## src/hdl/alrp_pkg.sv

```systemverilog
// ----------------------------------------------------------------------------
// alrp_pkg
// types, codes and reset values shared by the link rate pacer files
// ----------------------------------------------------------------------------
`default_nettype none

package alrp_pkg;

  // time base width range is 16 to 64 bits
  localparam int TimeWidthDef = 32;
  localparam int TimeExtW     = 64;

  localparam int CfgIdxW  = 8;
  localparam int CfgDataW = 32;

  // event codes
  typedef enum logic [1:0] {
    FUNC_FRAME = 2'd0,
    FUNC_DROP  = 2'd1,
    FUNC_TICK  = 2'd2
  } func_e;

  // register indexes
  typedef enum logic [CfgIdxW-1:0] {
    REG_WIRED_DECIM = 8'd0,
    REG_DECIM_MAX   = 8'd1,
    REG_DROP_LIMIT  = 8'd2,
    REG_CALM_START  = 8'd3,
    REG_CALM_STEP   = 8'd4,
    REG_CALM_CAP    = 8'd5,
    REG_PROBE_WIN   = 8'd6,
    REG_BINARY_MODE = 8'd7
  } reg_idx_e;

  // register reset values
  localparam logic [7:0]  WiredDecimRst = 8'd3;
  localparam logic [7:0]  DecimMaxRst   = 8'd8;
  localparam logic [7:0]  DropLimitRst  = 8'd2;
  localparam logic [7:0]  CalmStartRst  = 8'd5;
  localparam logic [7:0]  CalmStepRst   = 8'd5;
  localparam logic [7:0]  CalmCapRst    = 8'd30;
  localparam logic [31:0] ProbeWinRst   = 32'd10000;

  localparam logic [7:0] SatMax    = 8'd255;
  localparam logic [7:0] DecimTop  = 8'd128;

  typedef struct packed {
    logic [1:0]  func;
    logic        link_ready;
    logic [31:0] now_ms;
  } evt_t;

  typedef struct packed {
    logic       ble_send;
    logic       wired_send;
    logic [7:0] decim;
    logic [7:0] drops_last_second;
    logic [7:0] calm_need;
  } res_t;

  typedef struct packed {
    logic [CfgIdxW-1:0]  index;
    logic [CfgDataW-1:0] data;
  } cfg_t;

  function automatic logic [7:0] sat_inc(input logic [7:0] v);
    logic [7:0] r;
    r = (v == SatMax) ? SatMax : v + 8'd1;
    return r;
  endfunction

endpackage

`default_nettype wire

```

## src/hdl/alrp_ifs.sv

```systemverilog
// ----------------------------------------------------------------------------
// alrp interfaces
// valid/ready channels for events, results and register writes
// ----------------------------------------------------------------------------
`default_nettype none

interface alrp_evt_if;
  import alrp_pkg::*;
  logic valid;
  logic ready;
  evt_t payload;
  modport source (output valid, output payload, input ready);
  modport sink (input valid, input payload, output ready);
endinterface

interface alrp_res_if;
  import alrp_pkg::*;
  logic valid;
  logic ready;
  res_t payload;
  modport source (output valid, output payload, input ready);
  modport sink (input valid, input payload, output ready);
endinterface

interface alrp_cfg_if;
  import alrp_pkg::*;
  logic valid;
  logic ready;
  cfg_t payload;
  modport source (output valid, output payload, input ready);
  modport sink (input valid, input payload, output ready);
endinterface

`default_nettype wire

```

## src/hdl/alrp_out_buf.sv

```systemverilog
// ----------------------------------------------------------------------------
// alrp_out_buf
// two-entry result buffer, decouples the receiver from the event side
// ----------------------------------------------------------------------------
`default_nettype none

module alrp_out_buf
  import alrp_pkg::*;
(
  input  wire logic   clk_i,
  input  wire logic   rst_ni,
  input  wire logic   push_i,
  input  wire res_t   push_data_i,
  output logic        full_o,
  alrp_res_if.source  res_o
);

  res_t       ent_q [2];
  logic       wr_ptr_q, wr_ptr_d;
  logic       rd_ptr_q, rd_ptr_d;
  logic [1:0] cnt_q, cnt_d;
  logic       pop;

  assign pop           = res_o.valid && res_o.ready;
  assign res_o.valid   = (cnt_q != 2'd0);
  assign res_o.payload = ent_q[rd_ptr_q];
  assign full_o        = (cnt_q == 2'd2);

  always_comb begin
    wr_ptr_d = push_i ? ~wr_ptr_q : wr_ptr_q;
    rd_ptr_d = pop ? ~rd_ptr_q : rd_ptr_q;
    cnt_d    = cnt_q + {1'b0, push_i} - {1'b0, pop};
  end

  always_ff @(posedge clk_i or negedge rst_ni) begin
    if (!rst_ni) begin
      wr_ptr_q <= 1'b0;
      rd_ptr_q <= 1'b0;
      cnt_q    <= 2'd0;
    end else begin
      wr_ptr_q <= wr_ptr_d;
      rd_ptr_q <= rd_ptr_d;
      cnt_q    <= cnt_d;
    end
  end

  always_ff @(posedge clk_i) begin
    if (push_i) begin
      ent_q[wr_ptr_q] <= push_data_i;
    end
  end

endmodule

`default_nettype wire

```

## src/hdl/aimd_link_rate_pacer_core.sv

```systemverilog
// ----------------------------------------------------------------------------
// aimd_link_rate_pacer_core
// drop-driven decimation control for a wireless and a wired frame stream
// ----------------------------------------------------------------------------
// usage:
//  - evt_i carries one event per transfer: frame built, frame dropped or a
//    one-second tick with the uptime in ms
//  - every accepted event yields exactly one result transfer on res_o, in
//    order, with the send gates (frame events only) and the pacer status
//  - cfg_i writes one register per transfer and is always ready; write only
//    while no event is in flight
//  - the result is written into the output buffer and is valid in the cycle after the event transfer
//  - throughput: one event per cycle; the state update is a single pass of
//    compare/increment logic from the event port into the state and the
//    result buffer
//  - a two-entry result buffer sits at the output, so an event is still
//    taken while one result waits; evt_i.ready drops only while both
//    entries are held by a stalled receiver
//  - reset clears counters, sets the decimation to 1 and loads the
//    registers with their defaults; results in the buffer are discarded
// ----------------------------------------------------------------------------
`default_nettype none

module aimd_link_rate_pacer_core
  import alrp_pkg::*;
#(
  parameter int TIME_WIDTH = TimeWidthDef
) (
  input  wire logic  clk_i,
  input  wire logic  rst_ni,
  alrp_evt_if.sink   evt_i,
  alrp_cfg_if.sink   cfg_i,
  alrp_res_if.source res_o
);

  // configuration registers
  logic [7:0]  wired_decim_q, wired_decim_d;
  logic [7:0]  decim_max_q, decim_max_d;
  logic [7:0]  drop_limit_q, drop_limit_d;
  logic [7:0]  calm_step_q, calm_step_d;
  logic [7:0]  calm_cap_q, calm_cap_d;
  logic [31:0] probe_win_q, probe_win_d;
  logic        binary_mode_q, binary_mode_d;

  // pacer state
  logic [7:0]            frame_skip_q, frame_skip_d;
  logic [7:0]            wired_skip_q, wired_skip_d;
  logic [7:0]            decim_q, decim_d;
  logic [7:0]            calm_cnt_q, calm_cnt_d;
  logic [7:0]            calm_need_q, calm_need_d;
  logic [TIME_WIDTH-1:0] last_probe_q, last_probe_d;
  logic [7:0]            drop_cnt_q, drop_cnt_d;
  logic [7:0]            drops_rpt_q, drops_rpt_d;

  logic                  evt_fire;
  logic                  cfg_fire;
  logic                  buf_full;
  logic [TimeExtW-1:0]   now_ext;
  logic [TimeExtW-1:0]   win_ext;
  logic [TIME_WIDTH-1:0] now_w;
  logic [TIME_WIDTH-1:0] win_w;
  logic [TIME_WIDTH-1:0] since;
  logic [8:0]            need_sum;
  logic [7:0]            wired_inc;
  logic [7:0]            frame_inc;
  logic [7:0]            calm_inc;
  logic                  ble_send;
  logic                  wired_send;
  res_t                  res;

  assign evt_fire    = evt_i.valid && evt_i.ready;
  assign cfg_fire    = cfg_i.valid && cfg_i.ready;
  assign evt_i.ready = !buf_full;
  assign cfg_i.ready = 1'b1;

  // time values reduced to the time base width
  assign now_ext = {{(TimeExtW-32){1'b0}}, evt_i.payload.now_ms};
  assign win_ext = {{(TimeExtW-32){1'b0}}, probe_win_q};
  assign now_w   = now_ext[TIME_WIDTH-1:0];
  assign win_w   = win_ext[TIME_WIDTH-1:0];
  assign since   = now_w - last_probe_q;

  assign wired_inc = sat_inc(wired_skip_q);
  assign frame_inc = sat_inc(frame_skip_q);
  assign calm_inc  = sat_inc(calm_cnt_q);
  assign need_sum  = {1'b0, calm_need_q} + {1'b0, calm_step_q};

  always_comb begin
    wired_decim_d = wired_decim_q;
    decim_max_d   = decim_max_q;
    drop_limit_d  = drop_limit_q;
    calm_step_d   = calm_step_q;
    calm_cap_d    = calm_cap_q;
    probe_win_d   = probe_win_q;
    binary_mode_d = binary_mode_q;
    frame_skip_d  = frame_skip_q;
    wired_skip_d  = wired_skip_q;
    decim_d       = decim_q;
    calm_cnt_d    = calm_cnt_q;
    calm_need_d   = calm_need_q;
    last_probe_d  = last_probe_q;
    drop_cnt_d    = drop_cnt_q;
    drops_rpt_d   = drops_rpt_q;
    ble_send      = 1'b0;
    wired_send    = 1'b0;

    if (cfg_fire) begin
      case (cfg_i.payload.index)
        REG_WIRED_DECIM: wired_decim_d = cfg_i.payload.data[7:0];
        REG_DECIM_MAX:   decim_max_d  = cfg_i.payload.data[7:0];
        REG_DROP_LIMIT:  drop_limit_d = cfg_i.payload.data[7:0];
        REG_CALM_START: begin
          // new calm need takes effect at once and restarts the calm run
          calm_need_d = cfg_i.payload.data[7:0];
          calm_cnt_d  = 8'd0;
        end
        REG_CALM_STEP:   calm_step_d   = cfg_i.payload.data[7:0];
        REG_CALM_CAP:    calm_cap_d    = cfg_i.payload.data[7:0];
        REG_PROBE_WIN:   probe_win_d   = cfg_i.payload.data;
        REG_BINARY_MODE: binary_mode_d = cfg_i.payload.data[0];
        default: ;
      endcase
    end else if (evt_fire) begin
      case (evt_i.payload.func)
        FUNC_FRAME: begin
          // wired stream: fixed decimation
          if (wired_inc >= wired_decim_q) begin
            wired_skip_d = 8'd0;
            wired_send   = 1'b1;
          end else begin
            wired_skip_d = wired_inc;
          end
          // wireless stream: adaptive decimation, only when the link can take it and binary mode is on
          if (evt_i.payload.link_ready && binary_mode_q) begin
            if (frame_inc >= decim_q) begin
              frame_skip_d = 8'd0;
              ble_send     = 1'b1;
            end else begin
              frame_skip_d = frame_inc;
            end
          end
        end
        FUNC_DROP: begin
          drop_cnt_d = sat_inc(drop_cnt_q);
        end
        FUNC_TICK: begin
          drops_rpt_d = drop_cnt_q;
          drop_cnt_d  = 8'd0;
          if (drop_cnt_q > drop_limit_q) begin
            // congestion: back off, and punish a probe that failed soon
            if ((decim_q < decim_max_q) && (decim_q < DecimTop)) begin
              if ((since < win_w) && (calm_need_q < calm_cap_q)) begin
                calm_need_d = need_sum[8] ? SatMax : need_sum[7:0];
              end
              decim_d = {decim_q[6:0], 1'b0};
            end
            calm_cnt_d = 8'd0;
          end else if (drop_cnt_q == 8'd0) begin
            // calm second: probe up once enough have passed
            if (decim_q > 8'd1) begin
              if (calm_inc >= calm_need_q) begin
                decim_d      = {1'b0, decim_q[7:1]};
                last_probe_d = now_w;
                calm_cnt_d   = 8'd0;
              end else begin
                calm_cnt_d = calm_inc;
              end
            end
          end else begin
            calm_cnt_d = 8'd0;
          end
        end
        default: ;
      endcase
    end
  end

  always_comb begin
    res.ble_send          = ble_send;
    res.wired_send        = wired_send;
    res.decim             = decim_d;
    res.drops_last_second = drops_rpt_d;
    res.calm_need         = calm_need_d;
  end

  always_ff @(posedge clk_i or negedge rst_ni) begin
    if (!rst_ni) begin
      wired_decim_q <= WiredDecimRst;
      decim_max_q   <= DecimMaxRst;
      drop_limit_q  <= DropLimitRst;
      calm_step_q   <= CalmStepRst;
      calm_cap_q    <= CalmCapRst;
      probe_win_q   <= ProbeWinRst;
      binary_mode_q <= 1'b1;
      frame_skip_q  <= 8'd0;
      wired_skip_q  <= 8'd0;
      decim_q       <= 8'd1;
      calm_cnt_q    <= 8'd0;
      calm_need_q   <= CalmStartRst;
      last_probe_q  <= '0;
      drop_cnt_q    <= 8'd0;
      drops_rpt_q   <= 8'd0;
    end else begin
      wired_decim_q <= wired_decim_d;
      decim_max_q   <= decim_max_d;
      drop_limit_q  <= drop_limit_d;
      calm_step_q   <= calm_step_d;
      calm_cap_q    <= calm_cap_d;
      probe_win_q   <= probe_win_d;
      binary_mode_q <= binary_mode_d;
      frame_skip_q  <= frame_skip_d;
      wired_skip_q  <= wired_skip_d;
      decim_q       <= decim_d;
      calm_cnt_q    <= calm_cnt_d;
      calm_need_q   <= calm_need_d;
      last_probe_q  <= last_probe_d;
      drop_cnt_q    <= drop_cnt_d;
      drops_rpt_q   <= drops_rpt_d;
    end
  end

  // result buffer
  alrp_out_buf u_out_buf (
    .clk_i       (clk_i),
    .rst_ni      (rst_ni),
    .push_i      (evt_fire),
    .push_data_i (res),
    .full_o      (buf_full),
    .res_o       (res_o)
  );

`ifndef SYNTHESIS
  // decimation only ever doubles from 1 or halves, so it stays a power of two
  a_decim_pow2: assert property (@(posedge clk_i) disable iff (!rst_ni)
    $onehot(decim_q))
    else $error("decimation is not a power of two");

  // a tick taken with no register write in the same cycle starts a fresh drop count
  a_tick_clears_drops: assert property (@(posedge clk_i) disable iff (!rst_ni)
    (evt_fire && !cfg_fire && (evt_i.payload.func == FUNC_TICK)) |=> (drop_cnt_q == 8'd0))
    else $error("drop count not cleared by tick");

  // an accepted event always shows up as a pending result
  a_evt_to_res: assert property (@(posedge clk_i) disable iff (!rst_ni)
    evt_fire |=> res_o.valid)
    else $error("accepted event produced no result");

  // the wired gate never fires twice in a row while the decimation is above one
  a_wired_spacing: assert property (@(posedge clk_i) disable iff (!rst_ni)
    (wired_send && (wired_decim_q > 8'd1)) |=> (wired_skip_q == 8'd0))
    else $error("wired skip counter not restarted after send");
`endif

endmodule

`default_nettype wire

```

## src/flat_wrapper.sv

```systemverilog
// flat-port wrapper written by rule: the top's interface ports become plain ports
module aimd_link_rate_pacer_core_flat import alrp_pkg::*;
#(
  parameter int TIME_WIDTH = TimeWidthDef
)
  (clk_i, rst_ni, evt_i_valid, evt_i_payload, evt_i_ready, cfg_i_valid, cfg_i_payload, cfg_i_ready, res_o_valid, res_o_payload, res_o_ready);
  alrp_evt_if evt_i_i ();
  alrp_cfg_if cfg_i_i ();
  alrp_res_if res_o_i ();
  input  wire logic clk_i;
  input  wire logic rst_ni;
  input wire logic [$bits(evt_i_i.valid)-1:0] evt_i_valid;
  input wire logic [$bits(evt_i_i.payload)-1:0] evt_i_payload;
  output wire logic [$bits(evt_i_i.ready)-1:0] evt_i_ready;
  input wire logic [$bits(cfg_i_i.valid)-1:0] cfg_i_valid;
  input wire logic [$bits(cfg_i_i.payload)-1:0] cfg_i_payload;
  output wire logic [$bits(cfg_i_i.ready)-1:0] cfg_i_ready;
  output wire logic [$bits(res_o_i.valid)-1:0] res_o_valid;
  output wire logic [$bits(res_o_i.payload)-1:0] res_o_payload;
  input wire logic [$bits(res_o_i.ready)-1:0] res_o_ready;
  assign evt_i_i.valid = evt_i_valid;
  assign evt_i_i.payload = evt_i_payload;
  assign evt_i_ready = evt_i_i.ready;
  assign cfg_i_i.valid = cfg_i_valid;
  assign cfg_i_i.payload = cfg_i_payload;
  assign cfg_i_ready = cfg_i_i.ready;
  assign res_o_valid = res_o_i.valid;
  assign res_o_payload = res_o_i.payload;
  assign res_o_i.ready = res_o_ready;
  aimd_link_rate_pacer_core #(.TIME_WIDTH(TIME_WIDTH)) u_core (.clk_i(clk_i), .rst_ni(rst_ni), .evt_i(evt_i_i), .cfg_i(cfg_i_i), .res_o(res_o_i));
endmodule
```

## config.mk

```make
export PLATFORM = sky130hd
export DESIGN_NAME = aimd_link_rate_pacer_core_flat
export DESIGN_NICKNAME = d
export VERILOG_FILES = /design/src/hdl/alrp_pkg.sv /design/src/hdl/alrp_ifs.sv /design/src/hdl/alrp_out_buf.sv /design/src/hdl/aimd_link_rate_pacer_core.sv /design/src/flat_wrapper.sv
export SDC_FILE = /design/constraint.sdc
export NUM_CORES = 1
export LEC_CHECK = 0
export ABC_AREA = 1
export BUFFER_PORTS_ARGS = -buffer_cell sky130_fd_sc_hd__buf_2
export CORE_MARGIN = 4
export CORE_UTILIZATION = 35
export CTS_CLUSTER_SIZE = 28
export DETAILED_ROUTE_END_ITERATION = 10
export HOLD_SLACK_MARGIN = 0.15
export MAX_ROUTING_LAYER = met4
export PLACE_DENSITY = 0.63
export SLEW_MARGIN = 10
export SYNTH_ARGS = -nofsm -noshare
export SYNTH_HDL_FRONTEND = slang
export SYNTH_SLANG_ARGS = --single-unit
```

## constraint.sdc

```tcl
create_clock -name clk_i -period 5.51 [get_ports clk_i]
set_input_delay 1.102 -clock clk_i [delete_from_list [all_inputs] [get_ports clk_i]]
set_output_delay 1.102 -clock clk_i [all_outputs]
set_load 0.05 [all_outputs]
```

==> results of run 1 <==
Yosys cell counts (all sizes together), types with 2 or more instances:
master / n
a21boi: 4
a21o: 7
a21oi: 116
a31oi: 5
buf: 21
clkbuf: 14
dfrtp: 146
dfstp: 19
edfxtp: 52
fa: 2
ha: 125
inv: 265
mux2: 24
nand2: 439
nand3: 95
nand4: 32
nor2: 118
nor3: 19
nor4: 5
o211ai: 3
o21a: 4
o21ai: 144
o21bai: 6
o221a: 3
o22ai: 10
or2: 4
xnor2: 13
xor2: 23
sequential cells by signal, indices dropped and copies added (netlist names), 2 cells and up:
name / count
u_core.calm_cap_q: 8
u_core.calm_cnt_q: 8
u_core.calm_need_q: 8
u_core.calm_step_q: 8
u_core.decim_max_q: 8
u_core.decim_q: 8
u_core.drop_cnt_q: 8
u_core.drop_limit_q: 8
u_core.drops_rpt_q: 8
u_core.frame_skip_q: 8
u_core.last_probe_q: 32
u_core.probe_win_q: 32
u_core.u_out_buf.cnt_q: 2
u_core.u_out_buf.ent_q: 52
u_core.wired_decim_q: 8
u_core.wired_skip_q: 8
logic make-up (layout without fill, tap and decap cells):
family                     count (synthesis)  count (layout)  synth area share (%)
and+or+nand+nor                          713             713                  22.0
AOI/OAI and AO/OA                        303             303                  11.9
buffers and inverters                    301             424                  8.50
DFF                                      217             217                  41.7
adders and majority gates                127             127                  11.7
xor gates and xnor gates                  36              36                  2.30
muxes                                     24              24                  1.97
other                                      1               1                0.0273
cell usage in the layout (no fill, tap or decap), types with 23 or more instances in the layout:
master,n
inv_2,23
edfxtp_1,52
o21ai_0,110
nand3_1,93
clkbuf_16,26
mux2_2,24
a21oi_1,114
nand4_1,31
xor2_1,23
nor2_1,109
inv_1,242
dfrtp_1,146
o21ai_1,34
buf_2,106
ha_1,125
nand2_1,436
through the flow:
stage	worst slack (ps)	total power, mW	cell area (µm²)	instances	hold slack, ps
finish	1210	7.83	15800	2363	469
global route	866	8.51	15800	2363	484
CTS	1310	7.92	15800	2363	473
detailed placement	738	5.93	14800	2315	458
global placement	866	5.85	14800	2315	454
floorplan	1450	5.00	13700	1722	442
power groups by stage:
stage	clock (mW)	sequential, mW	combinational (mW)
floorplan	0	2.28	2.72
global placement	0	2.34	3.51
detailed placement	0	2.35	3.59
CTS	1.99	2.32	3.60
global route	2.06	2.37	4.09
finish	1.94	2.33	3.57
metal layers:
metal  global-route usage, %  wire length (µm)  vias to the layer above
li1                        -                 -                     5868
met1                    23.3             16600                     5360
met2                    28.0             16200                      246
met3                    2.09              1360                       66
met4                    5.18              1080                        0
met5                       -                 0                        -
area by class of cell:
cell class | instances | area (µm²) | share of cell area (%)
flip-flops and latches | 217 | 5710 | 36.2
inverters | 266 | 998 | 6.33
clock buffers | 32 | 693 | 4.40
multi-input cells | 1204 | 6860 | 43.5
well taps | 518 | 648 | 4.11
repair buffers | 110 | 577 | 3.66
clock inverters | 16 | 274 | 1.74
critical path, cell delays in order:
cell and delay, ps:
buf_2 100, inv_1 70, ha_1 140, inv_1 60
fa_1 390, nand3_1 90, nand2_1 80, nand2_1 70
nand2_1 140, nand3_1 100, nand2_1 110, a21oi_1 320
o21ai_1 130, xor2_1 160, ha_1 280, nand2_1 80
inv_1 40, nand3_1 140, inv_1 70, nand2_1 70
nand3_1 70, nor2_1 100, nand4_1 370, nand2_1 180
nand3_1 100, nand2_1 130
worst min-delay path by stage:
stage                                 start                       to  slack, ps  cells after the start
finish               u_core.last_probe_q[5]   u_core.last_probe_q[5]        470                      2
global route         u_core.last_probe_q[2]   u_core.last_probe_q[2]        480                      2
CTS                  u_core.last_probe_q[5]   u_core.last_probe_q[5]        470                      2
detailed placement  u_core.last_probe_q[22]  u_core.last_probe_q[22]        460                      2
global placement    u_core.last_probe_q[13]  u_core.last_probe_q[13]        450                      2
floorplan           u_core.last_probe_q[10]  u_core.last_probe_q[10]        440                      2
==> results.sh, run 1 <==
export IMPL_run_status="complete, no violations"
export IMPL_synth_edf_count=52
export IMPL_route_detailed_drc=0
export IMPL_io_pins=109
export IMPL_drv_cap=0
export IMPL_synth_seq_cells=217
export IMPL_fin_util_pct=40.7
export IMPL_crit_end="u_core.u_out_buf.ent_q[1][6]"
export IMPL_p_leak_nw=7.67
export IMPL_layout_nets=2032
export IMPL_hold_viol_final=0
export IMPL_num_antenna_cells=0
export IMPL_period_minus_slack_ps=4300
export IMPL_start_util_pct=35.4
export IMPL_globalRouteOverflowTotal=0
export IMPL_io_buffers=107
export IMPL_cts_setup_buffers=0
export IMPL_hpwl_mm=26.8
export IMPL_ant_nets=0
export IMPL_grt_usage_pct=17.4
export IMPL_critical_path_class="primary input to flip-flop"
export IMPL_synth_seq_area_share_pct=41.7
export IMPL_yosysWarningCount=0
export IMPL_synth_cell_area_um2=13700
export IMPL_rsz0062_at_grt="no"
export IMPL_dr_first_iter_drc_count=588
export IMPL_yosysTopAreaCellShare_pct=26.6
export IMPL_tritoncts="yes"
export IMPL_finalSetupViolCount=0
export IMPL_dieArea_um2=42400
export IMPL_r2r_slack_ps=1590
export IMPL_routed_wl_mm=35.3
export IMPL_vias_per_cell=4.88
export IMPL_cts_num_sinks=217
export IMPL_end_kind="flip-flop"
export IMPL_synth_top_area_cell="dfrtp_1"
export IMPL_tns_ps=0
export IMPL_slew_limit_headroom_pct=38.6
export IMPL_area_growth_pct=14.9
export IMPL_r2r_start="u_core.last_probe_q[0]"
export IMPL_rows=72
export IMPL_holdBufCountCts=0
export IMPL_grt_pass1_vias=11260
export IMPL_grt_pass1_wl_mm=58.4
export IMPL_hold_class="flip-flop to flip-flop"
export IMPL_p_per_area_nw_per_um2=497
export IMPL_coreArea_um2=38700
export IMPL_gp_congestion=0.968
export IMPL_pwr_share_seq_pct=29.7
export IMPL_max_clock_freq_mhz=233
export IMPL_grt_max_degree=99
export IMPL_timing_rr_end="u_core.u_out_buf.ent_q[1][6]"
export IMPL_period_share_pct=78.0
export IMPL_clockBufferDepth=3
export IMPL_clkTransAtPathRegs_ps=60
export IMPL_p_int_mw=4.46
export IMPL_clock_power_share_pct=24.7
export IMPL_required_ps=5910
export IMPL_fp_dieH_um=206
export IMPL_die_w_um=206
export IMPL_power_switching_mw=3.37
export IMPL_reg2reg_depth=24
export IMPL_synthArstFlopShare_pct=76.0
export IMPL_root_buffer="clkbuf_16"
export IMPL_avgSynthCellArea_um2=7.97
export IMPL_antenna_found_initial=0
export IMPL_power_frac_comb_pct=45.6
export IMPL_vias=11540
export IMPL_synth_ff_type="dfrtp_1"
export IMPL_critPathLaunch="evt_i_payload[0]"
export IMPL_synth_area_leaders="dfrtp_1, nand2_1, ha_1, edfxtp_1, inv_1"
export IMPL_syn_inst=1722
export IMPL_htreeDepth=1
export IMPL_finalClockSkew_ps=23.8
export IMPL_startpoint_type="primary input"
export IMPL_swShare_pct=43.0
export IMPL_syn_nets=1929
export IMPL_clock_latency_ps=550
export IMPL_drive_gt1_share_pct=13.3
export IMPL_drv_slew=0
export IMPL_post_cts_resized=0
export IMPL_wl_per_cell_um=14.9
export IMPL_crit_path_max_fanout=8
export IMPL_cp_data_arrival_time_ps=4700
export IMPL_ys_types=48
export IMPL_vdd_ir_drop_max_mv=0.250
export IMPL_cts_buffers=26
export IMPL_nFillCells=3989
export IMPL_worst_pin_slew_ps=919
export IMPL_firstDrtPassIters=5
(Power assumes the default switching activity.)
==> inputs of run 2 (changes only) <==
--- a/config.mk
+++ b/config.mk
@@ -13,7 +13,7 @@
 export DETAILED_ROUTE_END_ITERATION = 10
 export HOLD_SLACK_MARGIN = 0.15
 export MAX_ROUTING_LAYER = met4
-export PLACE_DENSITY = 0.63
+export PLACE_DENSITY = 0.65
 export SLEW_MARGIN = 10
 export SYNTH_ARGS = -nofsm -noshare
 export SYNTH_HDL_FRONTEND = slang
==> constraint.sdc (replaced) <==
create_clock -name clk_i -period 3.5 [get_ports clk_i]
set_input_delay 0.7 -clock clk_i [delete_from_list [all_inputs] [get_ports clk_i]]
set_output_delay 0.7 -clock clk_i [all_outputs]
set_load 0.05 [all_outputs]
==> results.sh, run 2 (synthesized netlist as in run 1, its figures left out) <==
export IMPL_tns_ps=-278
export IMPL_period_minus_slack_ps=3540
export IMPL_worstHoldEndpoint="u_core.drop_limit_q[7]"
export IMPL_crit_family="simple AND/OR/NAND/NOR gates"
export IMPL_area_growth_pct=25.1
export IMPL_firstDrtPassIters=5
export IMPL_drive_gt1_share_pct=23.2
export IMPL_largest_register_ffs=52
export IMPL_layout_commonest_cell="nand2_1"
export IMPL_coreArea_um2=38700
export IMPL_run_status="finished, violations left"
export IMPL_violations="setup timing"
export IMPL_rsz0062_at_grt="yes"
export IMPL_worst_pin_slew_ps=861
export IMPL_cts_num_sinks=217
export IMPL_grt_pass1_vias=11550
export IMPL_required_ps=3800
export IMPL_worstHoldStart="cfg_i_payload[7]"
export IMPL_fin_util_pct=44.3
export IMPL_wl_per_cell_um=14.9
export IMPL_maxUsedRoutingLayer="met4"
export IMPL_period_share_pct=101
export IMPL_cp_data_arrival_time_ps=3840
export IMPL_reg2reg_depth=26
export IMPL_root_buffer="clkbuf_16"
export IMPL_stdcell_count=2489
export IMPL_cts_buffers=25
export IMPL_finalSetupViolCount=14
export IMPL_critical_path_class="flip-flop to flip-flop"
export IMPL_hold_class="primary input to flip-flop"
export IMPL_r2r_start="u_core.last_probe_q[7]"
export IMPL_dieArea_um2=42400
export IMPL_p_per_area_nw_per_um2=773
export IMPL_fp_dieH_um=206
export IMPL_cp_common_cell="nand2_1"
export IMPL_globalRouteOverflowTotal=0
export IMPL_clock_latency_ps=560
export IMPL_io_pins=109
export IMPL_setup_slack_ps=-43.8
export IMPL_max_clock_freq_mhz=282
export IMPL_drv_slew=0
export IMPL_start_util_pct=35.4
export IMPL_gp_congestion=0.915
export IMPL_antenna_found_initial=2
export IMPL_wl_met2_mm=17.3
export IMPL_grt_pass1_wl_mm=59.8
export IMPL_drv_cap=0
export IMPL_ant_nets=0
export IMPL_timing_rr_end="u_core.u_out_buf.ent_q[1][3]"
export IMPL_slowest_delay_ps=380
export IMPL_layout_nets=2157
export IMPL_p_leak_nw=8.28
export IMPL_clockBufferDepth=3
export IMPL_dr_first_iter_drc_count=727
export IMPL_die_w_um=206
export IMPL_hpwl_mm=28.0
export IMPL_wl_met3_mm=1.74
export IMPL_r2r_slack_ps=-40
export IMPL_tritoncts="yes"
export IMPL_top_register="u_core.u_out_buf.ent_q"
export IMPL_finalClockSkew_ps=10.8
export IMPL_grt_max_degree=67
export IMPL_vias=12146
export IMPL_route_detailed_drc=0
export IMPL_hold_viol_final=0
export IMPL_path_buf_inv=5
export IMPL_slowest_stage="dfrtp_1"
export IMPL_finalPower_mw=13.3
export IMPL_rows=72
export IMPL_routed_wl_mm=37.2
export IMPL_slew_limit_headroom_pct=42.3
export IMPL_drt_met1_wl_mm=17.0
export IMPL_final_cell_mix="nand2_1, inv_1, dfrtp_1"
export IMPL_io_buffers=107
export IMPL_startpoint_type="flip-flop"
export IMPL_min_path_cells=3
export IMPL_vias_per_cell=4.88
export IMPL_crit_path_max_fanout=8
export IMPL_reg_largest_list="u_core.u_out_buf.ent_q x52, u_core.last_probe_q x32, u_core.probe_win_q x32"
export IMPL_clkTransAtPathRegs_ps=60
export IMPL_vdd_ir_drop_max_mv=0.438
export IMPL_grt_usage_pct=17.8
export IMPL_end_kind="flip-flop"
export IMPL_htreeDepth=1
export IMPL_dpl_cell_count=2430
## run 2: through the flow
step	setup WS, ps	area [µm²]	hold slack [ps]
5_1_grt	-249	17200	370
4_1_cts	1.09	16700	352
6_report	-43.8	17200	371
3_3_place_gp	-619	15700	453
3_5_place_dp	-597	15700	458
2_1_floorplan	13.1	13800	404
## run 2: how the worst max path moves through the flow
stage | from | end | slack [ps] | cells past startpoint
floorplan | evt_i_payload[0] | u_core.u_out_buf.ent_q[0][0] | 10 | 27
global placement | evt_i_payload[21] | u_core.u_out_buf.ent_q[0][2] | -620 | 20
detailed placement | evt_i_payload[21] | u_core.u_out_buf.ent_q[1][2] | -600 | 20
global route | u_core.last_probe_q[7] | u_core.u_out_buf.ent_q[0][3] | -250 | 26
CTS | u_core.last_probe_q[18] | u_core.u_out_buf.ent_q[0][2] | 1 | 25
finish | u_core.last_probe_q[7] | u_core.u_out_buf.ent_q[1][3] | -40 | 26
## run 2: metal layers
metal	vias up	global-route usage (%)
li1	6110	-
met1	5681	23.8
met2	292	28.5
met3	63	2.29
met4	0	4.85
met5	-	-
## run 2: timing repair
action,CTS,global route
endpoints found under the setup margin,16,57
pin swaps,2,25
hold endpoints to repair,36,0
resized for setup,18,79
hold buffers,1,0
setup buffers,2,8
## run 2: cell type report
class	instances	area, µm²
fillers	3868	21600
multi-input cells	1204	7370
flip-flops and latches	217	5710
repair buffers	236	1550
inverters	266	1000
clock buffers	32	672
well taps	518	648
clock inverters	14	196
diodes	2	5.00
## run 2: tightest hold or removal path: stages
cell     delay, ps
buf_2           90
nand2_1         40
o21ai_0         50
## run 2: power breakdown
| group | switching (mW) | leakage (nW) | total (mW) | internal [mW] |
|---|---|---|---|---|
| clock | 1.11 | 0.420 | 2.77 | 1.66 |
| sequential | 0.386 | 2.59 | 3.67 | 3.29 |
| combinational | 4.22 | 5.27 | 6.83 | 2.61 |
